$ cat src/hdl/sir_pkg.sv
`timescale 1ns / 1ps
// ----------------------------------------------------------------------------
// sir_pkg
// Widths, reset values, register codes and cell payload types for the
// segment intersection and range block.
// ----------------------------------------------------------------------------
package sir_pkg;

  localparam int CW      = 24;           // coordinate width
  localparam int FB      = 12;           // fraction bits
  localparam int DW      = CW + 1;       // coordinate difference
  localparam int PW      = 2 * CW;       // coordinate product
  localparam int PRE_W   = PW + 1;       // cross term of one segment
  localparam int DET_W   = 2 * DW + 1;   // determinant
  localparam int PP_W    = CW + 1 + DW;  // partial product of a numerator
  localparam int NUM_W   = PRE_W + DW + 1;
  localparam int QB      = CW + 1;       // quotient bits kept
  localparam int DEN_W   = 2 * CW + 2;   // determinant magnitude
  localparam int RB      = DW;           // root bits
  localparam int RAD_W   = 2 * RB;       // radicand
  localparam int REM_W   = RB + 2;       // root remainder

  localparam logic [CW-1:0] MIN_RST = CW'(((1 << FB) + 5) / 10);
  localparam logic [CW-1:0] MAX_RST = CW'(((8 << FB) + 5) / 10);

  localparam int CFG_IDX_W = 2;
  localparam logic [CFG_IDX_W-1:0] CFG_MIN = CFG_IDX_W'(0);
  localparam logic [CFG_IDX_W-1:0] CFG_MAX = CFG_IDX_W'(1);

  // one restoring division step
  typedef struct packed {
    logic [DEN_W-1:0] rem;
    logic [QB-1:0]    low;
    logic [QB-1:0]    quo;
    logic [DEN_W-1:0] den;
  } div_t;

  // one square root digit step
  typedef struct packed {
    logic [REM_W-1:0] rem;
    logic [RB-1:0]    root;
    logic [RAD_W-1:0] rad;
  } sqr_t;

  // bounding box overlap and ray start
  typedef struct packed {
    logic signed [CW-1:0] lox;
    logic signed [CW-1:0] hix;
    logic signed [CW-1:0] loy;
    logic signed [CW-1:0] hiy;
    logic signed [CW-1:0] x3;
    logic signed [CW-1:0] y3;
  } bnd_t;

  // travels beside the divider cells
  typedef struct packed {
    logic detz;
    logic ovx;
    logic ovy;
    logic negx;
    logic negy;
    bnd_t bnd;
  } sb_t;

  // travels beside the root cells
  typedef struct packed {
    logic          hit;
    logic [CW-1:0] cx;
    logic [CW-1:0] cy;
  } hc_t;

endpackage

$ cat src/hdl/sir_div_cell.sv
`timescale 1ns / 1ps
// ----------------------------------------------------------------------------
// sir_div_cell
// One restoring division step: shifts in a numerator bit, yields one
// quotient bit and hands the partial remainder to the next cell.
// ----------------------------------------------------------------------------
module sir_div_cell import sir_pkg::*; (
  input  logic clk,
  input  logic en,
  input  div_t d_i,
  output div_t d_o
);

  logic [DEN_W:0] sh;
  logic           ge;
  div_t           cell_nxt;
  div_t           cell_r;

  always_comb begin
    sh = {d_i.rem, d_i.low[QB-1]};
    ge = (sh >= {1'b0, d_i.den});
    cell_nxt.den = d_i.den;
    cell_nxt.low = {d_i.low[QB-2:0], 1'b0};
    cell_nxt.quo = {d_i.quo[QB-2:0], ge};
    // without a subtract the shifted value is already below den
    cell_nxt.rem = ge ? DEN_W'(sh - {1'b0, d_i.den}) : sh[DEN_W-1:0];
  end

  always_ff @(posedge clk) begin
    if (en) begin
      cell_r <= cell_nxt;
    end
  end

  assign d_o = cell_r;

endmodule

$ cat config.mk
export PLATFORM = sky130hd
export DESIGN_NAME = sir_div_cell
export DESIGN_NICKNAME = d
export VERILOG_FILES = /design/src/hdl/sir_pkg.sv /design/src/hdl/sir_div_cell.sv
export SDC_FILE = /design/constraint.sdc
export NUM_CORES = 1
export LEC_CHECK = 0
export ABC_AREA = 1
export BUFFER_PORTS_ARGS = -buffer_cell sky130_fd_sc_hd__buf_2
export CORE_ASPECT_RATIO = 1.2
export CORE_MARGIN = 2
export CORE_UTILIZATION = 45
export CTS_CLUSTER_DIAMETER = 30
export CTS_CLUSTER_SIZE = 10
export DETAILED_ROUTE_END_ITERATION = 16
export PLACE_DENSITY = 0.85
export SETUP_SLACK_MARGIN = 0.4
export SKIP_CTS_REPAIR_TIMING = 1
export SLEW_MARGIN = 20
export SYNTH_ARGS = -nofsm -noshare
export SYNTH_HDL_FRONTEND = slang
export SYNTH_SLANG_ARGS = --single-unit
$ cat constraint.sdc
create_clock -name clk -period 2.1 [get_ports clk]
set_input_delay 0.21 -clock clk [delete_from_list [all_inputs] [get_ports clk]]
set_output_delay 0.21 -clock clk [all_outputs]
set_load 0.02 [all_outputs]
==> implementation parameters <==
Parameter                              Value

Status
  Status ... complete, no violations

Pwr
  Maximum ir drop on the vdd rail ... 0.000545 V
  Combinational group share of total power ... between 30% and 40%
  Relative contribution of the clock network to total power ... 29.6%
  Switch share ... 35.5%
  Psw ... around 3800 uW
  Reg power frac ... a little over a third
  Cell Int Power ... 6930 uW
  Pwr dens ... roughly 660 mW/mm2
  LEAKAGE ... slightly above 0.008 uW

Critical path
  Required time reported for the critical path endpoint ... 2.40 ns
  Launching element type of the critical path ... primary input
  Worst-path maximum fanout ... 4
  Element type at the critical path end ... flop
  Data arrival time of the critical path ... 2.21 ns
  Worst Setup Path Type ... in -> reg

Place
  # placed instances ... 1963
  Cell area after placement ... around 0.013 mm2
  Port Buf Inserts ... 299
  Final HPWL from detailed placement ... approximately 28000 um
  Global placer's final weighted congestion ... ~0.94

Synthesis
  Portion of the post-synthesis area used by sequential elements ... 45.4%
  Number of distinct standard cells referenced by the synthesized netlist ... 37
  Cell area after technology mapping ... 0.00986 mm2
  Synthesis-stage register bit count ... 149
  Warning count from the yosys run ... 0
  Net count after synthesis ... 1485
  Mean post-synth cell area ... 7.69 um2
  Cells after synthesis ... 1282

Final layout
  Ratio of cells with drive above 1 in the final layout ... 46.0%
  Signed area change from the synthesized netlist to the final layout ... 64.5%
  Area of the multi-input gates ... between 0.005 and 0.006 mm2
  Flip-flop count of the largest register, all copies and words added ... between 100 and 150
  Top library cells by usage in the layout, fill and taps aside ... nand2_1 (318), buf_2 (287), inv_1 (230)
  Nets ... 2032
  Number of antenna diodes ... 0
  Number of fill cells in the layout ... roughly 1400
  Non-filler instance count after layout ... 2116
  Most common cell after layout, fill and taps aside ... nand2_1
  Finished Cell Area ... 0.0162 mm2
  Final core occ ... 75.0%
  Area occupied by registers ... 0.00447 mm2

Floorplan
  Site Rows ... 59
  Initial core utilization ... 45.6%
  Placeable Area ... 0.0216 mm2
  Top-level port count ... approximately 300
  Floorplan die area ... between 0.02 and 0.025 mm2
  Die Span X ... 139 um
  Y dimension of the die ... 166 um

Clock tree
  H-tree Lvls ... 4
  Cell at the root of the clock tree ... clkbuf_16
  Sinks on Clock Net ... 149
  Maximum root-to-sink buffer count ... 2
  Clock buffers created by TritonCTS ... 17
  TritonCTS clock tree ... done
  Clock Pin Slew Worst Setup and Hold Paths ... 0.07 ns

Drt
  Vias per cell ... 5.13
  Routed vias ... 10900
  Post-route antenna net violation count ... 0
  Wirelength, routed ... 40400 um
  DRC ... 0
  Drt first-iter violations ... roughly 800
  Number of detailed-route iterations in the first pass ... 8
  Post-DR wirelength/cell ... 19.1 um

Timing
  Number of pins with negative max-slew slack in the final report ... 0
  Final hold violations ... 0
  RSZ-0062 raised after global routing ... yes
  Final setup violation count ... 0
  Share of the clock period used by the worst path after layout ... 91.0%
  Post-route setup TNS ... 0 ns
  Final critical delay including setup and external delays ... ~1.9 ns
  Fmax ... 0.523 GHz

Min path
  Min-delay worst type ... in -> reg
  Hold Path Cell Cnt ... 1

Global routing
  Total routing usage reported by global routing ... roughly 28%
  Via count of the first global-routing pass ... between 9000 and 10000
  Pin count of the biggest net entering global routing ... 57
  Initial antenna violation count ... 0
  Congestion Overflow GR ... 0
  Global-route wire length before repair ... 50400 um

Run
  Max cap viols ... 0
==> cells by family after synthesis <==
| logic type | count (synthesis) | synth area share, % |
|---|---|---|
| other cells | 1 | 0.0380 |
| fa+ha+maj | 51 | 6.55 |
| buf+inv | 312 | 12.4 |
| flops | 149 | 45.4 |
| simple gates | 678 | 29.6 |
| xor+xnor | 29 | 2.58 |
| compound gates | 62 | 3.41 |
==> area by class of cell <==
type | count | share of cell area, %
clock buffer | 18 | 2.65
clock inverter | 14 | 1.00
inverter | 297 | 7.00
multi-input combinational | 821 | 35.7
sequential | 149 | 27.6
tap | 274 | 2.11
timing repair buffer | 543 | 23.9
==> worst max-delay path, stage by stage <==
cell	delay, ns
buf_6	0.10
ha_4	0.28
buf_4	0.12
nand2_4	0.06
nor2_2	0.19
nand2_1	0.10
inv_1	0.15
nand2_1	0.10
nand3b_1	0.21
buf_4	0.17
xor2_2	0.32
nand2_4	0.11
o21ai_1	0.09
==> power by group through the flow <==
stage / logic, uW / clock network, uW / registers, uW
6_report: 3820 / 3190 / 3750
5_1_grt: 4060 / 3300 / 3770
4_1_cts: 2960 / 3190 / 3740
3_5_place_dp: 2940 / 0 / 3800
3_3_place_gp: 2890 / 0 / 3790
2_1_floorplan: 1320 / 0 / 4210
==> synth_stat cells, drive strengths merged <==
library cell  number  share of area [%]
nand3             56                3.4
nor4               2               0.19
inv              296                 11
or2                1              0.064
nand3b            16                1.3
nand2            459                 18
clkinv             1              0.038
and2               3               0.19
o21ai             29                1.5
buf                9               0.86
fa                 1               0.20
a21oi             27                1.5
nor2              99                4.2
ha                50                6.3
o21bai             5               0.38
conb               1              0.038
edfxtp           149                 45
nand4             34                2.3
xor2              29                2.6
clkbuf             6               0.23
nor3               8               0.41
o21a               1              0.076
==> stage by stage <==
step / hold WS (ns) / setup WS (ns) / total power [uW]
6_report: 0.0177 / 0.189 / 10800
5_1_grt: 0.00648 / 0.158 / 11100
4_1_cts: -0.0656 / 0.212 / 9890
3_5_place_dp: 0.388 / -0.245 / 6740
3_3_place_gp: 0.386 / -0.153 / 6680
2_1_floorplan: 0.309 / 0.216 / 5530
==> path summary, 6_finish.rpt <==
check	start	to	slack (ns)
setup / recovery	d_i[119]	d_o[121]	0.19
hold / removal	d_i[24]	d_o[24]	0.02
==> per-layer routing <==
metal	wire length, um	share of wire [%]	up-vias	track usage, %
li1	-	-	5097	-
met4	1780	4.4	0	9.75
met2	21400	53	556	53.8
met5	0	0	-	0
met3	2630	6.5	112	4.47
met1	14600	36	5089	32.2
(Power assumes the default switching activity.)
