--- config.mk ---
export PLATFORM = sky130hd
export DESIGN_NAME = sir_sqrt_cell
export DESIGN_NICKNAME = d
export VERILOG_FILES = /design/src/hdl/sir_pkg.sv /design/src/hdl/sir_sqrt_cell.sv
export SDC_FILE = /design/constraint.sdc
export NUM_CORES = 1
export LEC_CHECK = 0
export BUFFER_PORTS_ARGS = -buffer_cell sky130_fd_sc_hd__buf_2
export CORE_MARGIN = 1
export CORE_UTILIZATION = 34
export CTS_BUF_LIST = sky130_fd_sc_hd__clkbuf_4 sky130_fd_sc_hd__clkbuf_8 sky130_fd_sc_hd__clkbuf_16
export DETAILED_ROUTE_END_ITERATION = 8
export GPL_ROUTABILITY_DRIVEN = 0
export GPL_TIMING_DRIVEN = 0
export PLACE_DENSITY = 0.67
export SETUP_SLACK_MARGIN = 0.05
export SLEW_MARGIN = 20
export SYNTH_ARGS = -nofsm -noshare
export SYNTH_HDL_FRONTEND = slang
export SYNTH_SLANG_ARGS = --single-unit
--- constraint.sdc ---
create_clock -name clk -period 5.9 [get_ports clk]
set_input_delay 0 -clock clk [delete_from_list [all_inputs] [get_ports clk]]
set_output_delay 0 -clock clk [all_outputs]
set_load 0.05 [all_outputs]
--- src/hdl/sir_pkg.sv ---
`timescale 1ns / 1ps
// ----------------------------------------------------------------------------
// sir_pkg
// Widths, reset values, register codes and cell payload types for the
// segment intersection and range block.
// ----------------------------------------------------------------------------
package sir_pkg;

  localparam int CW      = 24;           // coordinate width
  localparam int FB      = 12;           // fraction bits
  localparam int DW      = CW + 1;       // coordinate difference
  localparam int PW      = 2 * CW;       // coordinate product
  localparam int PRE_W   = PW + 1;       // cross term of one segment
  localparam int DET_W   = 2 * DW + 1;   // determinant
  localparam int PP_W    = CW + 1 + DW;  // partial product of a numerator
  localparam int NUM_W   = PRE_W + DW + 1;
  localparam int QB      = CW + 1;       // quotient bits kept
  localparam int DEN_W   = 2 * CW + 2;   // determinant magnitude
  localparam int RB      = DW;           // root bits
  localparam int RAD_W   = 2 * RB;       // radicand
  localparam int REM_W   = RB + 2;       // root remainder

  localparam logic [CW-1:0] MIN_RST = CW'(((1 << FB) + 5) / 10);
  localparam logic [CW-1:0] MAX_RST = CW'(((8 << FB) + 5) / 10);

  localparam int CFG_IDX_W = 2;
  localparam logic [CFG_IDX_W-1:0] CFG_MIN = CFG_IDX_W'(0);
  localparam logic [CFG_IDX_W-1:0] CFG_MAX = CFG_IDX_W'(1);

  // one restoring division step
  typedef struct packed {
    logic [DEN_W-1:0] rem;
    logic [QB-1:0]    low;
    logic [QB-1:0]    quo;
    logic [DEN_W-1:0] den;
  } div_t;

  // one square root digit step
  typedef struct packed {
    logic [REM_W-1:0] rem;
    logic [RB-1:0]    root;
    logic [RAD_W-1:0] rad;
  } sqr_t;

  // bounding box overlap and ray start
  typedef struct packed {
    logic signed [CW-1:0] lox;
    logic signed [CW-1:0] hix;
    logic signed [CW-1:0] loy;
    logic signed [CW-1:0] hiy;
    logic signed [CW-1:0] x3;
    logic signed [CW-1:0] y3;
  } bnd_t;

  // travels beside the divider cells
  typedef struct packed {
    logic detz;
    logic ovx;
    logic ovy;
    logic negx;
    logic negy;
    bnd_t bnd;
  } sb_t;

  // travels beside the root cells
  typedef struct packed {
    logic          hit;
    logic [CW-1:0] cx;
    logic [CW-1:0] cy;
  } hc_t;

endpackage

--- src/hdl/sir_sqrt_cell.sv ---
`timescale 1ns / 1ps
// ----------------------------------------------------------------------------
// sir_sqrt_cell
// One digit of an integer square root: takes two radicand bits, yields
// one root bit and hands the remainder to the next cell.
// ----------------------------------------------------------------------------
module sir_sqrt_cell import sir_pkg::*; (
  input  logic clk,
  input  logic en,
  input  sqr_t d_i,
  output sqr_t d_o
);

  logic [REM_W+1:0] rem2;
  logic [REM_W+1:0] trial;
  logic             ge;
  sqr_t             cell_nxt;
  sqr_t             cell_r;

  always_comb begin
    rem2  = {d_i.rem, d_i.rad[RAD_W-1 -: 2]};
    trial = {2'b00, d_i.root, 2'b01};
    ge    = (rem2 >= trial);
    cell_nxt.rem  = ge ? REM_W'(rem2 - trial) : REM_W'(rem2);
    cell_nxt.root = {d_i.root[RB-2:0], ge};
    cell_nxt.rad  = {d_i.rad[RAD_W-3:0], 2'b00};
  end

  always_ff @(posedge clk) begin
    if (en) begin
      cell_r <= cell_nxt;
    end
  end

  assign d_o = cell_r;

endmodule

==> impl_metrics.yaml, run 1 <==
floorplanning:
  die_w_um: 124
  core_area_sq_um: 14500
  die_area_sq_um: 15300
  die_h_um: 124
  ios: 206
  start_util: 0.347
  std_cell_rows: 44
global_route:
  grt_use_total: 0.175
  grt_pass1_wl_mm: 19.9
  grt_antenna_before_repair: 0
  overflow: 0
  grt_max_degree: 59
  grt_pass1_vias: 4138
route:
  drtPass1Iterations: 6
  antenna_left: 0
  drtIter0Drc: 176
  viasPerCell: 4.73
  wirelength_mm: 13.7
  vias: 4145
  wl_per_cell_um: 15.7
  drc: 1
timing:
  fmax_mhz: 320
  finalCritPeriodShare: 0.530
  rsz0062_at_grt: "no"
  slew_violations: 0
  final.setup.tns_ns: 0
  relSlewSlack: 0.450
  setup_viol: 0
  fin_crit_ns: 3.13
  worst_pin_slew_ns: 0.820
  finalHoldViolCount: 0
clocking:
  clock_path_buffers: 2
  h-tree-depth: 3
  tritoncts: "built"
  cts_buffers: 9
  clkTransAtPathRegs_ns: 0.07
  cts-root-buf: "clkbuf_16"
  cts.sink_count: 100
logic_synthesis:
  synth.area.top_cells: "edfxtp_1, ha_1, mux2_4"
  synthCells: 375
  synth_top_cell_area_share: 0.595
  syn_area_per_cell_sq_um: 13.5
  synth-seq-cells: 100
  synth-edff-count: 100
  yosysTopAreaCell: "edfxtp_1"
  yosysUniqueCellTypes: 54
  syn_area_sq_um: 5050
  yosys_warnings: 0
  async_reset_ff_frac: 0
  seq_area_frac_synth: 0.595
  ys.flop_type: "edfxtp_1"
layout:
  layout_commonest_cell: "buf_2"
  nets: 819
  syn2layout_area_growth_pct: 50.2
  n_fill_cell: 1259
  final_cell_mix: "buf_2, edfxtp_1, dlygate4sd3_1"
  fin_area_sq_um: 7580
  largest_reg_flops: 100
  n_antenna_cell: 0
  layout-drive-gt1-share: 0.389
  final-seq-area_sq_um: 3000
  fin_util: 0.522
  multi_input_area_sq_um: 1810
hold_path:
  worstHoldPathCells: 3
  min_to: "d_o[75]$_DFFE_PP_"
  min-delay-path-class: "in2reg"
  hold_start: "d_i[48]"
power_and_ir_drop:
  ir_drop_uv: 126
  p_leak_nw: 3.41
  pwr_density_cell_nw_per_um2: 283
  p_total_mw: 2.14
worst_setup_path:
  required_ns: 6.00
  worst-setup-path-type: "in2reg"
  path_max_fanout: 10
  critPathArrivalTime_ns: 3.23
  crit_path_end_kind: "register"
  crit_start: "d_i[51]"
  cp-start-kind: "primary input"
placement:
  post-dp-hpwl_mm: 9.68
  place_area_sq_um: 6330
  io_buffers: 203
outcome:
  violations: "DRC"
  outcome: "finished with violations"
flow_run:
  cap_violations: 0
-- cell families (layout without fill, tap and decap cells) --
family          Yosys count  in the layout  share of synthesized area
mux                      27             27                     0.0724
compound gates           81             81                      0.110
xor+xnor                 22             22                     0.0382
fa+ha+maj                27             27                     0.0669
simple gates             71             71                     0.0706
buf+inv                  46            362                     0.0466
other cells               1              2                   0.000743
flops                   100            100                      0.595
-- layer usage --
layer,share of wire,global-route usage,vias to the layer above
li1,-,-,2022
met1,0.41,0.194,1920
met2,0.50,0.315,183
met3,0.075,0.0522,20
met4,0.018,0.0610,0
met5,0,0,-
-- cells in the mapped netlist (all sizes together) (5+ instances only) --
library cell	n
a211oi	7
a21o	6
a21oi	26
a31oi	5
buf	11
edfxtp	100
ha	27
inv	34
mux2	25
nand2	20
nand3	7
nand4	6
nor2	15
nor3	8
o21ai	19
xnor2	11
xor2	11
-- per-stage QoR --
step	setup WS (ns)	hold WS [ns]	std cells
2_1_floorplan	3.35	0.0989	376
3_5_place_dp	2.95	0.181	764
4_1_cts	2.77	0.0577	876
5_1_grt	2.61	0.0777	876
3_3_place_gp	2.97	0.177	763
6_report	2.77	0.0671	876
-- worst max-delay path: stages --
cell	delay, ns
dlygate4sd3_1	0.53
buf_2	0.11
inv_1	0.04
ha_1	0.39
nor3_1	0.10
a211oi_2	0.42
a31oi_4	0.18
o311ai_4	0.39
nor2_4	0.08
o211ai_2	0.18
a2111o_1	0.17
buf_6	0.17
buf_12	0.17
mux2_4	0.30
-- area by class of cell --
| cell class | instances | share of cell area |
|---|---|---|
| Clock inverter | 6 | 0.00726 |
| Buffer | 12 | 0.0142 |
| Clock buffer | 9 | 0.0297 |
| Tap cell | 184 | 0.0304 |
| Timing Repair Buffer | 301 | 0.266 |
| Multi-Input combinational cell | 230 | 0.239 |
| Inverter | 34 | 0.0168 |
| Sequential cell | 100 | 0.396 |
-- report_power, final --
part / total [mW] / internal [mW] / switching [mW]
sequential: 0.887 / 0.869 / 0.0174
combinational: 0.684 / 0.238 / 0.445
clock: 0.573 / 0.293 / 0.281
total: 2.14 / 1.40 / 0.743
-- worst max-delay path by stage --
| stage | to | slack (ns) |
|---|---|---|
| 3_5_place_dp | d_o[89]$_DFFE_PP_ | 2.95 |
| 6_report | d_o[92]$_DFFE_PP_ | 2.77 |
| 5_1_grt | d_o[92]$_DFFE_PP_ | 2.61 |
| 2_1_floorplan | d_o[84]$_DFFE_PP_ | 3.35 |
| 3_3_place_gp | d_o[85]$_DFFE_PP_ | 2.97 |
| 4_1_cts | d_o[92]$_DFFE_PP_ | 2.77 |
-- timing repair --
action                                 4_1_cts  5_1_grt
hold buffers                                97        0
setup buffers                                0        0
resized for setup                            0        0
endpoints found under the hold margin       97        0
Power figures use the tool's default switching activity.
==> run 2, diff against run 1 <==
- clock period: 5.9 -> 2.9 ns (I/O delays scaled with it)
==> run 2 against run 1 <==
  * The run still ends with DRC left
  * Power up 100%
  * Hold slack worse by 0.0023 ns
  * Clock-buffer cell count unchanged
  * Die area unchanged
  * Setup slack worse by 2.5 ns
==> impl_metrics.yaml, run 2 (synthesized netlist as in run 1, its figures left out) <==
outcome:
  outcome: "finished with violations"
  violations: "DRC"
floorplanning:
  start_util: 0.347
  die_w_um: 124
  die_h_um: 124
  std_cell_rows: 44
  core_area_sq_um: 14500
  die_area_sq_um: 15300
  ios: 206
route:
  vias: 4128
  drtPass1Iterations: 6
  wirelength_mm: 13.4
  antenna_left: 0
  drc: 2
  drtIter0Drc: 152
  wl_per_cell_um: 15.3
  viasPerCell: 4.71
placement:
  pre_cts_ws_ns: -0.0484
  placedCellCount: 764
  io_buffers: 203
  post-dp-hpwl_mm: 9.68
worst_setup_path:
  cp-start-kind: "primary input"
  required_ns: 3.00
  crit_path_end_kind: "register"
  critPathArrivalTime_ns: 2.74
  path_max_fanout: 10
  worst-setup-path-type: "in2reg"
clocking:
  cts_hold_buf: 97
  post-cts-setup-buffers: 0
  cts.sink_count: 100
  cts-root-buf: "clkbuf_16"
  h-tree-depth: 3
  cts_buffers: 9
  cts_resized: 0
  clkTransAtPathRegs_ns: 0.07
  clock_path_buffers: 2
  tritoncts: "built"
layout:
  instances_no_fill: 877
  nets: 819
  layout-drive-gt1-share: 0.389
  layout_commonest_cell: "buf_2"
  final_cell_mix: "buf_2, edfxtp_1, dlygate4sd3_1"
  fin_util: 0.522
  n_fill_cell: 1268
  syn2layout_area_growth_pct: 50.3
  largest_reg_flops: 100
timing:
  worst_pin_slew_ns: 0.808
  rsz0062_at_grt: "no"
  finalHoldViolCount: 0
  relSlewSlack: 0.458
  setup_viol: 0
  finalCritPeriodShare: 0.911
  slew_violations: 0
  setup_ws_ns: 0.258
  fin_crit_ns: 2.64
  fmax_mhz: 378
global_route:
  overflow: 0
  grt_max_degree: 59
  grt_pass1_wl_mm: 19.5
  grt_pass1_vias: 4082
  grt_use_total: 0.172
  grt_antenna_before_repair: 0
hold_path:
  min-delay-path-class: "in2reg"
power_and_ir_drop:
  pwr_density_cell_nw_per_um2: 574
  ir_drop_uv: 253
  p_leak_nw: 3.41
flow_run:
  cap_violations: 0
run 2: critical path, cell delays in order:
cell and delay [ns]:
buf_2 0.08, inv_1 0.04, ha_1 0.38, nor3_1 0.33
a211oi_2 0.14, a31oi_4 0.30, o311ai_4 0.16, nor2_4 0.15
o211ai_2 0.11, a2111o_1 0.43, buf_6 0.17, buf_12 0.16
mux2_4 0.29
run 2: layout make-up:
cell class                 instances  area [sq um]  area share
buffer                            12           108      0.0142
multi-input combinational        230          1810       0.239
tap                              184           230      0.0303
clock buffer                       9           225      0.0297
timing repair buffer             301          2020       0.266
clock inverter                     6          55.1     0.00726
sequential                       100          3000       0.396
antenna                            1          2.50    0.000330
inverter                          34           128      0.0168
run 2: through the flow:
step                hold slack (ns)  TNS, ns  total power, mW  cell area [sq um]
CTS                          0.0577        0             4.39               7580
detailed placement            0.181   -0.612             3.12               6330
global route                 0.0766        0             4.54               7580
finish                       0.0649        0             4.35               7590
global placement              0.177   -0.323             3.10               6300
floorplan                    0.0989        0             2.78               5050
run 2: metal layers:
layer	wire [um]	up-vias	global-route usage	part of all wire
li1	-	2025	-	-
met1	5450	1909	0.185	0.41
met2	6580	178	0.308	0.49
met3	1200	16	0.0632	0.090
met4	213	0	0.0572	0.016
met5	0	-	0	0
run 2: power by group:
part,switching [mW],internal (mW)
registers,0.0342,1.77
clock network,0.569,0.596
logic,0.901,0.484
total,1.50,2.85
run 2: path summary, 6_finish.rpt:
| path | start | slack (ns) | cells after the start | to |
|---|---|---|---|---|
| max | d_i[51] | 0.26 | 13 | d_o[92]$_DFFE_PP_ |
| min | en | 0.06 | 1 | d_o[51]$_DFFE_PP_ |
